### src/design/dta_pkg.sv
// shared constants, types and state codes for the drainage tree accumulator
`default_nettype none
package dta_pkg;
    localparam int NODES = 64;
    localparam int IDX_W = $clog2(NODES);
    localparam int CNT_W = $clog2(NODES + 1);
    localparam int VAL_W = 32;
    localparam int CFG_W = 7;

    // register indexes
    localparam logic CFG_NODE_COUNT   = 1'b0;
    localparam logic CFG_COMBINE_MODE = 1'b1;

    // result status codes
    localparam logic [1:0] ST_OK       = 2'd0;
    localparam logic [1:0] ST_UNKNOWN  = 2'd1;
    localparam logic [1:0] ST_CYCLE    = 2'd2;
    localparam logic [1:0] ST_NEGATIVE = 2'd3;

    typedef enum logic [4:0] {
        S_LOAD, S_CLR, S_DRD, S_DCK, S_DWR, S_SRD, S_SCK,
        S_QRD, S_KDS, S_KDG, S_KWR, S_CHK,
        S_ARD, S_AFE, S_ASUM, S_AWR,
        S_ORD, S_OLD, S_OWT, S_ERR
    } t_state;
endpackage
`default_nettype wire

### src/design/dta_alu.sv
// shared saturating adder and max unit
`default_nettype none
module dta_alu import dta_pkg::*; (
    input  wire logic [VAL_W-1:0] i_a,
    input  wire logic [VAL_W-1:0] i_b,
    input  wire logic             i_max,
    output logic      [VAL_W-1:0] o_y
);
    logic [VAL_W:0] sum;

    // one wide add; carry out saturates, compare reuses the same operands
    always_comb begin
        sum = {1'b0, i_a} + {1'b0, i_b};
        if (i_max) begin
            o_y = (i_a > i_b) ? i_a : i_b;
        end else begin
            o_y = sum[VAL_W] ? {VAL_W{1'b1}} : sum[VAL_W-1:0];
        end
    end
endmodule
`default_nettype wire

### config.mk
export PLATFORM = sky130hd
export DESIGN_NAME = dta_alu
export DESIGN_NICKNAME = d
export VERILOG_FILES = /design/src/design/dta_pkg.sv /design/src/design/dta_alu.sv
export SDC_FILE = /design/constraint.sdc
export NUM_CORES = 1
export LEC_CHECK = 0
export BUFFER_PORTS_ARGS = -buffer_cell sky130_fd_sc_hd__buf_2
export CORE_MARGIN = 1.5
export CORE_UTILIZATION = 45
export DETAILED_ROUTE_END_ITERATION = 16
export PLACE_DENSITY = 0.71
export RECOVER_POWER = 100
export SYNTH_ARGS = -nofsm -noshare
export SYNTH_HDL_FRONTEND = slang
export SYNTH_SLANG_ARGS = --single-unit
export TNS_END_PERCENT = 5
### constraint.sdc
create_clock -name vclk -period 4.3
set_input_delay 0.86 -clock vclk [all_inputs]
set_output_delay 0.86 -clock vclk [all_outputs]
set_load 0.05 [all_outputs]
# Word level (Yosys, flattened, before mapping)
# Cells that the tools add are included.
[totals]
in_bits = 65
memories = 0
register_bits = 0
out_inout_bits = 32
romBits = 0
latchBits = 0
ram_bits = 0
[classes]
n_mux = 3
shifts = 0
eq_ne = 0
n_div = 0
n_reduce_logical = 0
n_bitwise = 0
add_sub_neg = 1
mul = 0
n_lt_le_gt_ge = 1
[ops]
columns = ["cell", "count"]
rows = [
  ["32-bit two-way mux", 3],
  ["32-bit by 32-bit adder with 33-bit output", 1],
  ["32-bit > comparator", 1],
]

# Logic depth before layout (Yosys ltp)
# Gate-level depths: netlist of the first run.
[logic_depth]
ltp_word = 3
ltp_mapped = 12

# Worst setup path after synthesis of the first run
# Ideal clock, no wire load.
[synth_path]
kind = "input to output"
start = "input i_a[0]"
end = "output o_y[30]"
path_stages = 10
n_path_buf = 0
arrival_ns = 3.910
path_slack_ns = -0.470
cell_sequence = "ha_1 > fa_1 > nor2b_1 > o311ai_2 > nand3_1 > a32oi_2 > o21ai_0 > a21oi_1 > a211oi_1 > a221oi_1"
[synth_between]
elab_chain_cells = 3
[synth_lines]
columns = ["item", "line_no", "text"]
rows = [
  ["start: declaration", "dta_alu.sv:4", "input wire logic [VAL_W-1:0] i_a,"],
  ["32-bit by 32-bit adder with 33-bit output / 32-bit > comparator (equally long branches)", "dta_alu.sv:13, dta_alu.sv:15", ""],
  ["32-bit two-way mux, on equally long branches", "dta_alu.sv:17, dta_alu.sv:15", ""],
  ["32-bit two-way mux *", "dta_alu.sv:14", "if (i_max) begin"],
  ["end: declaration", "dta_alu.sv:7", "output logic [VAL_W-1:0] o_y"],
]
# Mark *: on every way between the ends. The rest lies on a longest branch, timed or not.

# Final worst setup path of the first run
[layout_path]
start = "input i_b[0]"
end = "output o_y[1]"
[layout_between]
elab_chain_cells = 3
[layout_lines]
columns = ["item", "line_no", "text"]
rows = [
  ["start: declaration", "dta_alu.sv:5", "input wire logic [VAL_W-1:0] i_b,"],
  ["32-bit by 32-bit adder with 33-bit output / 32-bit > comparator (equally long branches)", "dta_alu.sv:13, dta_alu.sv:15", ""],
  ["32-bit two-way mux, on equally long branches", "dta_alu.sv:17, dta_alu.sv:15", ""],
  ["32-bit two-way mux *", "dta_alu.sv:14", ""],
]
# Marks and branches as above.

==> impl_metrics.toml, run 1 <==
[routing]
firstDrtPassIters = 5
drc_errors = 0
wl_met3_um = 520
via_per_inst = 5.761
wl_met1_um = 4966
antenna_left = 0
drt_iter0_drc = 189
maxUsedRoutingLayer = "met4"
vias = 4275
met2RoutedLength_um = 5565
wirelength_um = 11350
wl_per_cell_um = 15.29

[setup_path]
cp_slowest_stage_delay_ns = 0.35
path_buf_inv = 4
start_kind = "primary input"
arrival_ns = 3.45
worstPathCellList = "buf_8, ha_4, fa_2, nor2b_4, o311ai_4, nand3_2, a32oi_4, o211a_1, nor2_2, o311ai_4, buf_6, buf_8, a22oi_1, buf_4"
critPathCaptureType = "output pin"
worstSetupPathType = "primary input to output pin"
worstPathRequired_ns = 3.44
cp_max_fo = 8
critPathSlowestCell = "fa_2"
crit_family = "compound AO/OA/AOI/OAI gates"

[synth]
yosys_warnings = 0
synth_cells = 501
synth_top_family_by_area = "compound AO/OA/AOI/OAI gates"
netlist.area_leader.share_pct = 23.57
synth_area_leaders = "ha_1 24%, o21ai_0 6.9%, inv_1 6.9%, a21oi_1 6.6%, a22oi_1 6.4%"
synthSimpleGateAreaFrac_pct = 21.18
ys_seq_area_share_pct = 0
synth_compound_area_share_pct = 37.61
ys_types = 65
netlist_area_sq_mm = 0.003397
synth_fp_nets = 631
yosys.area.top_type = "ha_1"
synth.most_common_cell = "ha_1"
synthAdderAreaFrac_pct = 24.16
syn_area_per_cell_sq_um = 6.780
synthTopCellsByCount = "64 x ha_1, 62 x inv_1, 47 x o21ai_0, 46 x nand2_1, 45 x a21oi_1"
muxShareOfSynthArea_pct = 0.3315
synthXorXnorAreaFrac_pct = 6.188

[sta]
tightestPinTransition_ns = 0.7929
postLayoutSetupSlackWorst_ns = -0.009619
max_freq_ghz = 0.2320
drv_slew = 0
timing.final.crit_share_pct = 100.2
slew_headroom_pct = 46.65
layout_min_cycle_time_ns = 4.310
hold_violations = 0
rsz0062_at_grt = "yes"
finalSetupViolCount = 1
finalHoldWorstSlack_ns = 2.231

[final_layout]
seq_cell_count = 0
seqCellArea_sq_um = 0
final_util_pct = 65.89
n_fill_cell = 650
drive_gt1_share_pct = 32.97
layout.nets = 775
diodes = 0
syn2layout_area_growth_pct = 41.44
final.clkbuf_count = 0

[placed_design]
buffer_ports.inserted = 97
place_hpwl_um = 8865
place_worst_setup_slack_ns = -0.2429
place.gp.congestion = 0.9515

[min_path]
holdPathEnd = "o_y[18]"
worstHoldPathCells = 4
min-delay-start = "i_a[18]"
min_path_type = "primary input to output pin"

[die]
io_pins = 97
die_area_sq_mm = 0.008079
coreArea_sq_mm = 0.007292
fp.dieW_um = 89.89
fp-row-count = 31
die_h_um = 89.89
start_util_pct = 46.59

[status]
violations = "negative setup slack"
status = "finished with violations"

[pwr]
p_leak_nw = 2.308
vdd_drop_max_uv = 117.8
powerDensity_mw_per_mm2 = 213.9

[grt]
grt_pass1_wl_um = 18270
grt_pass1_vias = 4057
grt_max_degree = 34
grt_use_total_pct = 26.12
overflow = 0
antenna_found_initial = 0

[clocking]
postCtsHoldBufs = 0

[run]
drv_cap = 0
-- report_power, final --
| group | internal (mW) | switching (mW) |
|---|---|---|
| registers | 0 | 0 |
| clock network | 0 | 0 |
| logic | 0.400 | 0.628 |
| total | 0.400 | 0.628 |
-- timing repair --
action | 4_1_cts | 5_1_grt
setup endpoints to repair | 31 | 32
pin swaps | 11 | 21
gates resized for setup | 48 | 56
cloned | 1 | 0
setup buffers | 4 | 11
-- cell families after synthesis --
| logic type | after synthesis |
|---|---|
| AO/OA/AOI/OAI | 186 |
| AND/OR/NAND/NOR | 140 |
| buffers and inverters | 85 |
| adder cells (fa/ha/maj) | 65 |
| XOR/XNOR | 24 |
| multiplexers | 1 |
-- worst max path at each step --
stage / from / endpoint / slack, ns / cells after the start
final: i_b[0] / o_y[1] / -0.01 / 14
after global routing: i_b[0] / o_y[8] / -0.07 / 14
after floorplan: i_a[0] / o_y[22] / -0.16 / 10
after CTS: i_b[0] / o_y[18] / -0.05 / 13
after global placement: i_a[0] / o_y[13] / -0.16 / 13
after detailed placement: i_a[0] / o_y[23] / -0.24 / 13
-- per-layer routing --
metal / up-vias / track usage, %
met4: 0 / 5.026
met2: 148 / 48.47
met5: - / 0
met3: 24 / 1.015
li1: 2101 / -
met1: 2002 / 33.52
-- layout make-up --
type	count	area, sq um	share of cell area, %
Multi-Input combinational cell	416	3284	68.36
Inverter	63	236.5	4.922
Tap cell	99	123.9	2.578
Timing Repair Buffer	164	1160	24.14
-- layout by cell type, fill, tap and decap left out, drive strengths merged, types with 3 or more instances in the layout --
cell type	count
buf	164
ha	64
inv	62
o21ai	49
nand2	47
a21oi	46
nor2	34
a22oi	29
xnor2	22
nand4	12
o211ai	10
nor2b	9
o31ai	8
nand2b	6
a21o	6
o21bai	6
nor3	6
nor4	6
nand3	5
a221oi	5
or4	4
a31oi	4
or3	3
o311ai	3
a211oi	3
a32oi	3
-- through the flow --
stage	cell area (sq um)	cells	setup TNS, ns	total power, mW
after floorplan	3403	501	-2.812	0.6373
after global placement	4282	727	-3.798	0.8712
after detailed placement	4282	727	-6.464	0.8817
after CTS	4462	731	-0.2123	0.9482
after global routing	4805	742	-1.954	1.096
final	4805	742	-0.009619	1.028
No activity file was read; power rests on OpenSTA's default activity.
==> run 2: changes to the inputs <==
--- a/config.mk
+++ b/config.mk
@@ -5,11 +5,10 @@
 export SDC_FILE = /design/constraint.sdc
 export NUM_CORES = 1
 export LEC_CHECK = 0
-export BUFFER_PORTS_ARGS = -buffer_cell sky130_fd_sc_hd__buf_2
 export CORE_MARGIN = 1.5
 export CORE_UTILIZATION = 45
 export DETAILED_ROUTE_END_ITERATION = 16
-export PLACE_DENSITY = 0.71
+export DONT_BUFFER_PORTS = 1
 export RECOVER_POWER = 100
 export SYNTH_ARGS = -nofsm -noshare
 export SYNTH_HDL_FRONTEND = slang
==> run 2 against run 1 <==
Effect of this change: the flow still finishes with violations (negative setup slack); critical path type unchanged; sequential cell count did not move; first-iteration DRC count rose by 20%; highest routed layer unchanged; non-clock buffer count fell by 93; wire length fell by 6.1%; count of clock-buffer cells in the layout did not move; combinational power fell by 11%; final area fell by 14%.
==> impl_metrics.toml, run 2 (synthesized netlist as in run 1, its figures left out) <==
[status]
status = "finished with violations"
violations = "negative setup slack"

[grt]
grt_pass1_wl_um = 16770
overflow = 0
grt_pass1_vias = 3662
antenna_found_initial = 0
grt_use_total_pct = 24.01
grt_max_degree = 41

[die]
die_h_um = 89.89
io_pins = 97
start_util_pct = 46.59
fp.dieW_um = 89.89
die_area_sq_mm = 0.008079
coreArea_sq_mm = 0.007292
fp-row-count = 31

[run]
drv_cap = 0

[final_layout]
seq_cell_count = 0
layout.cells.non_filler = 649
final_cell_mix = "62 x inv_1, 62 x buf_4, 54 x ha_1"
multi_input_area_sq_mm = 0.003119
diodes = 0
layout.nets = 682
postLayoutCellArea_sq_mm = 0.004120
n_fill_cell = 733
final_util_pct = 56.50
syn2layout_area_growth_pct = 21.29
seqCellArea_sq_um = 0
drive_gt1_share_pct = 19.27
final.clkbuf_count = 0

[sta]
drv_slew = 0
tightestPinTransition_ns = 0.5222
slew_headroom_pct = 64.29
layout_min_cycle_time_ns = 4.325
rsz0062_at_grt = "yes"
finalHoldWorstSlack_ns = 1.921
hold_violations = 0
max_freq_ghz = 0.2312
finalSetupTns_ns = -0.02463
postLayoutSetupSlackWorst_ns = -0.02463
timing.final.crit_share_pct = 100.6
finalSetupViolCount = 1

[setup_path]
critical_path.most_common_cell = "buf_4"
cp_num_cells = 12
cp_slowest_stage_delay_ns = 0.40
arrival_ns = 3.46
path_buf_inv = 3
critPathSlowestCell = "ha_2"
crit_family = "compound AO/OA/AOI/OAI gates"
worstPathCellList = "inv_1, ha_2, nand4_1, nor4_1, buf_4, nand2_2, o2bb2ai_1, a31oi_4, mux2_1, o211ai_1, a21oi_1, buf_4"
start_kind = "primary input"
worstSetupPathType = "primary input to output pin"
cp_max_fo = 6
worstPathRequired_ns = 3.44
critPathCaptureType = "output pin"

[min_path]
worstHoldPathCells = 2
min_path_type = "primary input to output pin"

[pwr]
vdd_drop_max_uv = 144.9
powerDensity_mw_per_mm2 = 223.1
p_leak_nw = 1.906
finalPower_uw = 919.2

[placed_design]
buffer_ports.inserted = 0
place_worst_setup_slack_ns = -0.06917
placed_area_sq_mm = 0.003879
place_hpwl_um = 8282
place.gp.congestion = 0.9523
dp_cells = 636

[routing]
drc_errors = 0
drt_iter0_drc = 226
antenna_left = 0
firstDrtPassIters = 4
via_per_inst = 5.892
vias = 3824
wirelength_um = 10650
wl_per_cell_um = 16.41
-- run 2: power by group --
part	internal, mW	switching (mW)
registers	0	0
logic	0.345	0.574
clock network	0	0
total	0.345	0.574
-- run 2: per-layer routing --
metal | part of all wire [%] | track usage [%] | up-vias | wire length [um]
met4 | 1.8 | 6.085 | 0 | 187
met3 | 5.9 | 2.538 | 14 | 627
met1 | 42 | 29.81 | 1774 | 4494
met2 | 50 | 43.89 | 121 | 5341
li1 | - | - | 1915 | -
met5 | 0 | 0 | - | 0
-- run 2: path summary, 6_finish.rpt --
check / from / to / slack, ns
setup / recovery: i_b[11] / o_y[31] / -0.02
hold / removal: i_max / o_y[30] / 1.92
-- run 2: area by class of cell --
cell class                      instances  area share [%]
Timing Repair Buffer                   71           15.55
Inverter                               63           5.739
Tap cell                               99           3.006
Multi-Input combinational cell        416           75.71
-- run 2: timing repair --
item	in CTS	in global routing
resized for setup	4	22
gates cloned	1	2
pin swaps	5	12
hold buffers	0	0
setup buffers	1	9
hold endpoints to repair	0	0
endpoints found under the setup margin	31	32
